===== src/hw/rtl/lcdsmt_pkg.sv =====
// ----------------------------------------------------------------------------
// lcdsmt_pkg
// Types, codes and timing constants of the LCD scanline mode timer.
// ----------------------------------------------------------------------------
`timescale 1ns / 1ps

package lcdsmt_pkg;

	localparam logic [1:0] KIND_TICK  = 2'd0;
	localparam logic [1:0] KIND_WRITE = 2'd1;
	localparam logic [1:0] KIND_READ  = 2'd2;

	localparam logic [1:0] MODE_HBLANK = 2'd0;
	localparam logic [1:0] MODE_VBLANK = 2'd1;
	localparam logic [1:0] MODE_OAM    = 2'd2;
	localparam logic [1:0] MODE_DRAW   = 2'd3;

	localparam logic [7:0] ADDR_CTRL = 8'h40;
	localparam logic [7:0] ADDR_STAT = 8'h41;
	localparam logic [7:0] ADDR_LY   = 8'h44;
	localparam logic [7:0] ADDR_LYC  = 8'h45;
	localparam logic [7:0] ADDR_WY   = 8'h4A;
	localparam logic [7:0] ADDR_WX   = 8'h4B;

	localparam logic [8:0] OAM_DOTS    = 9'd80;
	localparam logic [8:0] DRAW_DOTS   = 9'd172;
	localparam logic [8:0] HBLANK_DOTS = 9'd204;
	localparam logic [8:0] LINE_DOTS   = 9'd456;
	localparam logic [7:0] LAST_VISIBLE = 8'd143;
	localparam logic [7:0] LAST_LINE    = 8'd153;
	localparam logic [7:0] WX_LIMIT     = 8'd167;
	localparam logic [7:0] WY_LIMIT     = 8'd144;
	localparam logic [7:0] CTRL_RESET   = 8'h91;
	localparam logic [7:0] STAT_RESET   = 8'h84;

	typedef struct packed {
		logic [1:0] mode;
		logic [8:0] dot;
		logic [7:0] line;
		logic [7:0] win;
		logic [7:0] ctrl;
		logic [7:0] stat;
		logic [7:0] lyc;
		logic [7:0] wy;
		logic [7:0] wx;
	} state_t;

	typedef struct packed {
		logic [7:0] read_data;
		logic [1:0] lcd_mode;
		logic [7:0] line;
		logic [7:0] window_line;
		logic       vblank_irq;
		logic       stat_irq;
		logic       start_oam_scan;
		logic       render_line;
	} result_t;

	localparam state_t STATE_RESET = '{
		mode: MODE_OAM,
		dot:  9'd0,
		line: 8'd0,
		win:  8'd0,
		ctrl: CTRL_RESET,
		stat: STAT_RESET,
		lyc:  8'd0,
		wy:   8'd0,
		wx:   8'd0
	};

endpackage


===== src/hw/rtl/lcdsmt_step.sv =====
// ----------------------------------------------------------------------------
// lcdsmt_step
// Next-state and result logic for one tick, register write or register read.
// ----------------------------------------------------------------------------
`timescale 1ns / 1ps

module lcdsmt_step (
	input  lcdsmt_pkg::state_t  st,
	input  logic [1:0]          kind,
	input  logic [7:0]          reg_addr,
	input  logic [7:0]          write_data,
	output lcdsmt_pkg::state_t  nx,
	output lcdsmt_pkg::result_t res
);
	import lcdsmt_pkg::*;

	// {irq, status} after the line-compare rule
	function automatic logic [8:0] cmp_fn(input logic [7:0] lyc, input logic [7:0] ly,
			input logic [7:0] stat, input logic en);
		logic [7:0] s;
		logic       irq;
		s   = stat;
		irq = 1'b0;
		if (lyc == ly) begin
			s   = stat | 8'h04;
			irq = s[6];
		end else if (en) begin
			s = stat & 8'hFB;
		end
		return {irq, s};
	endfunction

	// {irq, status} after the mode-change rule
	function automatic logic [8:0] mode_fn(input logic [7:0] stat, input logic [1:0] m);
		logic [7:0] s;
		s = {stat[7:2], m};
		return {s[3'(m) + 3'd3], s};
	endfunction

	logic [8:0] dot_inc;
	logic [8:0] chk_a;
	logic [8:0] chk_b;
	logic [7:0] val;
	logic [7:0] rd;
	logic       irq_v;
	logic       irq_s;
	logic       scan;
	logic       render;

	always_comb begin
		nx      = st;
		rd      = 8'd0;
		irq_v   = 1'b0;
		irq_s   = 1'b0;
		scan    = 1'b0;
		render  = 1'b0;
		chk_a   = 9'd0;
		chk_b   = 9'd0;
		val     = write_data;
		dot_inc = st.dot + 9'd1;
		case (kind)
			KIND_TICK: begin
				if (st.ctrl[7]) begin
					nx.dot = dot_inc;
					case (st.mode)
						MODE_OAM: begin
							if (dot_inc == OAM_DOTS) begin
								nx.mode = MODE_DRAW;
								nx.dot  = 9'd0;
								nx.stat = {st.stat[7:2], MODE_DRAW};
								scan    = 1'b1;
							end
						end
						MODE_DRAW: begin
							if (dot_inc == DRAW_DOTS) begin
								nx.mode = MODE_HBLANK;
								nx.dot  = 9'd0;
								render  = 1'b1;
								chk_a   = mode_fn(st.stat, MODE_HBLANK);
								nx.stat = chk_a[7:0];
								irq_s   = chk_a[8];
							end
						end
						MODE_HBLANK: begin
							if (dot_inc == HBLANK_DOTS) begin
								nx.dot = 9'd0;
								if (st.wx < WX_LIMIT && st.wy < WY_LIMIT)
									nx.win = st.win + 8'd1;
								if (st.line == LAST_VISIBLE) begin
									nx.mode = MODE_VBLANK;
									nx.win  = 8'd0;
									irq_v   = 1'b1;
								end else begin
									nx.mode = MODE_OAM;
								end
								chk_a   = mode_fn(st.stat, nx.mode);
								nx.line = st.line + 8'd1;
								chk_b   = cmp_fn(st.lyc, nx.line, chk_a[7:0], st.ctrl[7]);
								nx.stat = chk_b[7:0];
								irq_s   = chk_a[8] | chk_b[8];
							end
						end
						default: begin
							if (dot_inc == LINE_DOTS) begin
								nx.dot = 9'd0;
								if (st.line == LAST_LINE) begin
									nx.line = 8'd0;
									nx.mode = MODE_OAM;
									chk_a   = cmp_fn(st.lyc, 8'd0, st.stat, st.ctrl[7]);
									chk_b   = mode_fn(chk_a[7:0], MODE_OAM);
									nx.stat = chk_b[7:0];
									irq_s   = chk_a[8] | chk_b[8];
								end else begin
									nx.line = st.line + 8'd1;
									chk_a   = cmp_fn(st.lyc, nx.line, st.stat, st.ctrl[7]);
									nx.stat = chk_a[7:0];
									irq_s   = chk_a[8];
								end
							end
						end
					endcase
				end
			end
			KIND_WRITE: begin
				case (reg_addr)
					ADDR_CTRL: begin
						if (!val[0])
							val[5] = 1'b0;
						if (!val[7]) begin
							nx.line = 8'd0;
							nx.dot  = 9'd0;
							nx.mode = MODE_HBLANK;
							nx.stat = {st.stat[7:2], MODE_HBLANK};
						end
						if (val[7] && !st.ctrl[7]) begin
							nx.mode = MODE_OAM;
							chk_a   = cmp_fn(st.lyc, st.line, st.stat, st.ctrl[7]);
							chk_b   = mode_fn(chk_a[7:0], MODE_OAM);
							nx.stat = chk_b[7:0];
							irq_s   = chk_a[8] | chk_b[8];
						end
						nx.ctrl = val;
					end
					ADDR_STAT: nx.stat = write_data;
					ADDR_LYC: begin
						nx.lyc  = write_data;
						chk_a   = cmp_fn(write_data, st.line, st.stat, st.ctrl[7]);
						nx.stat = chk_a[7:0];
						irq_s   = chk_a[8];
					end
					ADDR_WY: nx.wy = write_data;
					ADDR_WX: nx.wx = write_data;
					default: ;
				endcase
			end
			KIND_READ: begin
				case (reg_addr)
					ADDR_CTRL: rd = st.ctrl;
					ADDR_STAT: rd = st.stat;
					ADDR_LY:   rd = st.line;
					ADDR_LYC:  rd = st.lyc;
					ADDR_WY:   rd = st.wy;
					ADDR_WX:   rd = st.wx;
					default:   rd = 8'hFF;
				endcase
			end
			default: ;
		endcase
	end

	assign res = '{
		read_data:      rd,
		lcd_mode:       nx.mode,
		line:           nx.line,
		window_line:    nx.win,
		vblank_irq:     irq_v,
		stat_irq:       irq_s,
		start_oam_scan: scan,
		render_line:    render
	};

endmodule


===== src/hw/rtl/lcd_scanline_mode_timer_core.sv =====
// ----------------------------------------------------------------------------
// lcd_scanline_mode_timer_core
// Dot-clock scanline and mode timer of a handheld LCD controller.
// ----------------------------------------------------------------------------
// Input channel (in_valid/in_ready): one transfer per step: a dot tick,
// a register write or a register read (kind, reg_addr, write_data).
// Output channel (out_valid/out_ready): one transfer per input step with the
// read data, mode, line and window line after the step, and the vblank,
// status, sprite-scan and render pulses raised by it.
// Path: an accepted step is held in the input register, then the result
// register is loaded together with the timing state and out_valid rises.
// Throughput: one step per cycle while out_ready is high; the state update is a single
// combinational pass from the input register into the state registers.
// Stall: when a result waits with out_ready low, the result register holds, the input register
// fills, and in_ready drops until the result is taken.
// Reset: arst_n clears both valid flags and loads the timing state to
// OAM scan, line 0, dot 0, control 0x91, status 0x84, other registers 0.
// ----------------------------------------------------------------------------
`timescale 1ns / 1ps

module lcd_scanline_mode_timer_core (
	input  logic       clk,
	input  logic       arst_n,
	input  logic       in_valid,
	output logic       in_ready,
	input  logic [1:0] kind,
	input  logic [7:0] reg_addr,
	input  logic [7:0] write_data,
	output logic       out_valid,
	input  logic       out_ready,
	output logic [7:0] read_data,
	output logic [1:0] lcd_mode,
	output logic [7:0] line,
	output logic [7:0] window_line,
	output logic       vblank_irq,
	output logic       stat_irq,
	output logic       start_oam_scan,
	output logic       render_line
);
	import lcdsmt_pkg::*;

	logic       valid_s1;
	logic [1:0] kind_s1;
	logic [7:0] addr_s1;
	logic [7:0] data_s1;
	logic       out_valid_q;
	logic       advance;
	state_t     state_q;
	state_t     state_nx;
	result_t    res_nx;
	result_t    res_q;

	assign advance  = valid_s1 && (!out_valid_q || out_ready);
	assign in_ready = !valid_s1 || advance;

	lcdsmt_step u_step (
		.st         (state_q),
		.kind       (kind_s1),
		.reg_addr   (addr_s1),
		.write_data (data_s1),
		.nx         (state_nx),
		.res        (res_nx)
	);

	always_ff @(posedge clk or negedge arst_n) begin
		if (!arst_n) begin
			valid_s1    <= 1'b0;
			out_valid_q <= 1'b0;
			state_q     <= STATE_RESET;
		end else begin
			if (in_ready)
				valid_s1 <= in_valid;
			if (advance) begin
				state_q     <= state_nx;
				out_valid_q <= 1'b1;
			end else if (out_ready) begin
				out_valid_q <= 1'b0;
			end
		end
	end

	always_ff @(posedge clk) begin
		if (in_valid && in_ready) begin
			kind_s1 <= kind;
			addr_s1 <= reg_addr;
			data_s1 <= write_data;
		end
		if (advance)
			res_q <= res_nx;
	end

	assign out_valid      = out_valid_q;
	assign read_data      = res_q.read_data;
	assign lcd_mode       = res_q.lcd_mode;
	assign line           = res_q.line;
	assign window_line    = res_q.window_line;
	assign vblank_irq     = res_q.vblank_irq;
	assign stat_irq       = res_q.stat_irq;
	assign start_oam_scan = res_q.start_oam_scan;
	assign render_line    = res_q.render_line;

endmodule


===== config.mk =====
export PLATFORM = sky130hd
export DESIGN_NAME = lcd_scanline_mode_timer_core
export DESIGN_NICKNAME = d
export VERILOG_FILES = /design/src/hw/rtl/lcdsmt_pkg.sv /design/src/hw/rtl/lcdsmt_step.sv /design/src/hw/rtl/lcd_scanline_mode_timer_core.sv
export SDC_FILE = /design/constraint.sdc
export NUM_CORES = 1
export LEC_CHECK = 0
export ABC_AREA = 0
export BUFFER_PORTS_ARGS = -buffer_cell sky130_fd_sc_hd__buf_2
export CORE_MARGIN = 1.5
export CORE_UTILIZATION = 23
export CTS_BUF_LIST = sky130_fd_sc_hd__clkbuf_8
export DETAILED_ROUTE_END_ITERATION = 10
export SETUP_SLACK_MARGIN = 0.5
export SYNTH_ARGS = -nofsm -noshare
export SYNTH_HDL_FRONTEND = slang
export SYNTH_SLANG_ARGS = --single-unit

===== constraint.sdc =====
create_clock -name clk -period 7.35 [get_ports clk]
set_clock_uncertainty 0.05 [all_clocks]
set_input_delay 0.3675 -clock clk [delete_from_list [all_inputs] [get_ports clk]]
set_output_delay 0.3675 -clock clk [all_outputs]
set_load 0.005 [all_outputs]

### Yosys cells after proc, flatten, opt, wreduce, memory -nomap -nowiden

Cells that the tools add are included.

* register bits after elaboration: 117
* input port bits: 22
* output and inout bits: 32
* word-level logic and storage cells: 183

* add/sub/neg operators: 4
* $lt $le $gt $ge: 3
* equality and inequality tests: 39
* muxes and demuxes: 81
* bitwise logic cells: 3
* reduce and logical (&&, ||, !) cells: 28

Operators with widths (number)
* $mux 8: 19
* $mux 19: 3
* $mux 27: 2
* $eq 8x7->1 const B: 6
* $pmux 8 s3: 2
* $pmux 8 s6: 1
* $pmux 19 s2: 1
* $pmux 11 s3: 1
* $pmux 8 s2: 2
* $mux 1: 29
* $eq 8x8->1: 3
* $mux 11: 2
* $reduce_and 11->1: 2
* $mux 2: 10
* $eq 9x8->1 const B: 2
* $reduce_and 3->1: 6
* $add 8x1->8 const B: 2
* $eq 8x8->1 const B: 2
* $lt 8x8->1 const B: 2
* $ne 3x2->1 const B: 5
* $reduce_and 13->1: 1
* $mux 3: 4
* $ne 2x2->1 const B: 6
* $ne 5x4->1 const B: 2
* other kinds (27): 43

### Depth between registers and ports, before layout

* depth after elaboration: 14
* gate-level depth with buffers: 10
* mapped depth without buffers: 9

### Hierarchy

From an unflattened synthesis, not the netlist that was laid out.

* cell total of the unflattened synthesis: 692
* area total of the unflattened synthesis: 7297.0 um^2

By module, submodules not included
* lcd_scanline_mode_timer_core: instances 1, cells an instance 198, area each 4105.2 um^2, sequential area each 3175.5 um^2
* lcdsmt_step: instances 1, cells an instance 494, area each 3191.8 um^2, sequential area each 0.0 um^2

### Worst setup path after synthesis

No wires, ideal clock.

* path type: input to register
* from: input port out_ready
* to: register state_q[0] in the netlist's numbering
* library setup time: 0.125 ns
* arrival time: 2.567 ns
* data required time: 7.175 ns
* path slack: 4.608 ns
* stages on the path: 5
* buffers on the path: 0
* cell sequence: nand2b_1 > nand2_1 > clkinv_1 > nand4_1 > mux2_2

* word-level cells in the longest chain between the ends: 3

Ends and longest elaborated chain
* from (decl): line lcd_scanline_mode_timer_core.sv:30 `input logic out_ready,`
* $logic_or 1x1->1: line lcd_scanline_mode_timer_core.sv:53 `assign advance = valid_s1 && (!out_valid_q || out_ready);`
* $logic_and 1x1->1: line lcd_scanline_mode_timer_core.sv:53
* via advance: line lcd_scanline_mode_timer_core.sv:47 `logic advance;`
* $reduce_and 3->1 (no line)
* to (signal assigned): line lcd_scanline_mode_timer_core.sv:74 `state_q <= state_nx;`
* to (decl): line lcd_scanline_mode_timer_core.sv:48 `state_t state_q;`

The timed path passes the listed nets, and every way through them passes these cells.
A chain may end at the register's enable or synchronous reset.

### Final worst setup path

* from: register state_q[48] in the netlist's numbering
* to: register state_q[47] in the netlist's numbering

* word-level cells in the longest chain between the ends: 6

Ends and longest elaborated chain
* $eq 8x8->1: line lcdsmt_step.sv:89 `if (st.line == LAST_VISIBLE) begin`
* $mux 8: line lcdsmt_step.sv:89
* $mux 27: line lcdsmt_step.sv:85 `if (dot_inc == HBLANK_DOTS) begin`
* $mux 8: line lcdsmt_step.sv:65 `case (st.mode)`
* $mux 27: line lcdsmt_step.sv:63 `if (st.ctrl[7]) begin`
* $mux 8: line lcdsmt_step.sv:61 `case (kind)`

No other way between the ends. The select of a mux whose other input is x is not followed.

==> results.tsv <==
metric	value	unit
clockBufferDepth	2	
port_buffers	53	
synth_compound_area_frac	0.1554	
r2r-end	state_q[47]	
routabilityCongestion	0.8557	
hold_viol	0	
worstMarginPinSlew	1.236	ns
status	finished, final reports clean	
stdcell_count	1051	
ys.flop_type	dfrtp_1	
leakage	2.982	nW
clock-sinks	117	
fin_crit	3.511	ns
syn_inst	621	
grt_usage	0.1204	
io_pins	54	
holdCritStartpoint	reg_addr[6]	
grt_pass1_wl	27010	um
slew_headroom	0.1692	
drc	0	
fp.dieW	171.1	um
min_to	addr_s1[6]	
ir_drop	0.00009627	V
finalSetupViolCount	0	
place_hpwl	11820	um
overflow	0	
yosysSeqAreaShare	0.4886	
finalWirelength	16910	um
holdWs	0.05417	ns
yosys_warnings	0	
required	7.62	ns
r2r_cells	7	
layout_common_cells	63 x dfrtp_1, 53 x buf_2, 52 x nand2_1, 48 x edfxtp_1, 42 x o21ai_0	
layout-drive-gt1-share	0.2229	
finalSetupTns	0	ns
fill_cells	2988	
die_area	29270	um^2
routedWlPerCell	16.09	um
power_density	184.9	nW/um^2
cts_resized	0	
critPathLaunchType	register	
synth_edf_count	48	
yosysUniqueCellTypes	72	
grt_pass1_vias	4886	
synth_fa_ha_area_frac	0.009626	
final_common_cell	dfrtp_1	
clkSlewWorstSetupHoldPaths	0.07	ns
num_rows	61	
grt_use_met3	0.02845	
area.growth.synth_to_final	15.15	%
grt_antenna_before_repair	0	
place_inst	1019	
regArea	3176	um^2
rrSetupSlack	3.84	ns
nets	687	
clk_latency	0.44	ns
synth_mux_area_frac	0.09492	
syn_area	6499	um^2
h-tree-depth	4	
cp.arrival	3.78	ns
slew_viol_final	0	
reg2reg_from	state_q[48]	
cts_tree	built	
crit_fanout	14	
rsz0062_at_grt	no	
antennaDiodeCount	0	
hp-class	primary input to register	
synthXorXnorAreaFrac	0.03774	
synthSimpleGateAreaFrac	0.1839	
vias	5084	
drv_cap	0	
drt_pass1_iterations	5	
fp.dieH	171.1	um
whs_path_depth	1	
clock-root-buffer	clkbuf_8	
top_usage_layer	met2	
via_per_inst	4.837	
synth_top_family_by_area	simple AND/OR/NAND/NOR gates	
cts_hold_buf	0	
met1_usage	0.1655	
synth_nets	648	
grt.met2_usage	0.1866	
avgSynthCellArea	10.46	um^2
cp-end-kind	register	
fmax	0.2848	GHz
cts_setup_buffers	0	
numCtsBuffers	17	
grt_start_max_net_pins	70	
critPathKind	register to register	
ys_ff_latch	117	
async_flop_share	0.5897	
start_util	0.2339	
antenna_left	0	
timing.final.crit_share	0.4776	
core-area	27780	um^2
multiInputGateArea	3129	um^2
drt_iter0_markers	420	
layer usage:
metal  vias to the layer above  wire length (um)  part of all wire
li1                       2403                 -                 -
met2                       186              7613              0.45
met5                         -                 0                 0
met3                        20               976             0.058
met4                         0               232             0.014
met1                      2475              8090              0.48
synthesized netlist by cell type (5+ instances only):
library cell  count  share of area
nor4_1           11          0.011
dfstp_2           6          0.024
a31oi_1           5         0.0048
mux2i_1          20          0.031
nor3_1           12         0.0092
o31ai_1          13          0.015
nand4_1          11          0.011
edfxtp_1         48           0.22
mux2_2           37          0.064
xnor2_1           5         0.0067
dfrtp_1          63           0.24
a21oi_1          39          0.030
and3_1            8         0.0077
and2_1            8         0.0077
nand3b_1          5         0.0058
clkbuf_1         21          0.012
nand2b_1         14          0.013
inv_1             7         0.0040
or3_1             5         0.0048
ha_1              5         0.0096
a21o_1            6         0.0069
o21ai_0          42          0.032
nor2b_1           7         0.0067
buf_2            14          0.011
xor2_1           23          0.031
a22o_1            6         0.0081
nor2_1           35          0.020
nand3_1          23          0.018
nand2_1          52          0.030
cell families after synthesis:
group,after synthesis
compound gates,154
xor+xnor,28
fa+ha+maj,5
buf+inv,46
flops,117
mux,57
simple gates,214
power breakdown:
group          internal, mW  total, mW  switching [mW]
Sequential            0.708      0.733          0.0259
Clock                 0.296      0.572           0.277
Combinational        0.0300     0.0782          0.0482
Total                  1.03       1.38           0.351
cell type report:
cell class,instances,share of cell area
flip-flops and latches,117,0.4243
multi-input cells,458,0.4182
well taps,378,0.06320
repair buffers,58,0.04046
clock buffers,17,0.03127
clock inverters,15,0.01856
inverters,8,0.004013
metrics by stage:
step           power, mW    util  cell area [um^2]  setup WS (ns)
2_1_floorplan     0.7780       -              6499          4.608
3_3_place_gp      0.8258  0.2559              7111          3.932
3_5_place_dp      0.8264  0.2559              7111          3.902
4_1_cts            1.398  0.2694              7483          3.888
5_1_grt            1.440  0.2694              7483          3.557
6_report           1.384  0.2694              7483          3.839
worst max path at each step:
stage / start / endpoint / slack [ns] / depth (start not counted)
2_1_floorplan: out_ready / state_q[0] / 4.61 / 5
3_3_place_gp: state_q[48] / state_q[47] / 3.93 / 7
3_5_place_dp: state_q[48] / state_q[47] / 3.90 / 7
4_1_cts: state_q[48] / state_q[47] / 3.89 / 7
5_1_grt: state_q[48] / state_q[47] / 3.56 / 7
6_report: state_q[48] / state_q[47] / 3.84 / 7
worst max-delay path: stages, from the launching register on:
cell,delay [ns]
dfrtp_1,0.61
ha_1,0.45
nand3_1,0.18
or3_1,0.49
nor4_2,1.03
nand2b_1,0.37
or3_1,0.15
nand3_1,0.07
sequential cells by signal, indices dropped and copies added, names as in the netlist:
name            cells
state_q            67
addr_s1             8
data_s1             8
line                8
read_data           8
window_line         8
kind_s1             2
lcd_mode            2
out_valid           1
render_line         1
start_oam_scan      1
stat_irq            1
valid_s1            1
vblank_irq          1
Power figures use the tool's default switching activity.
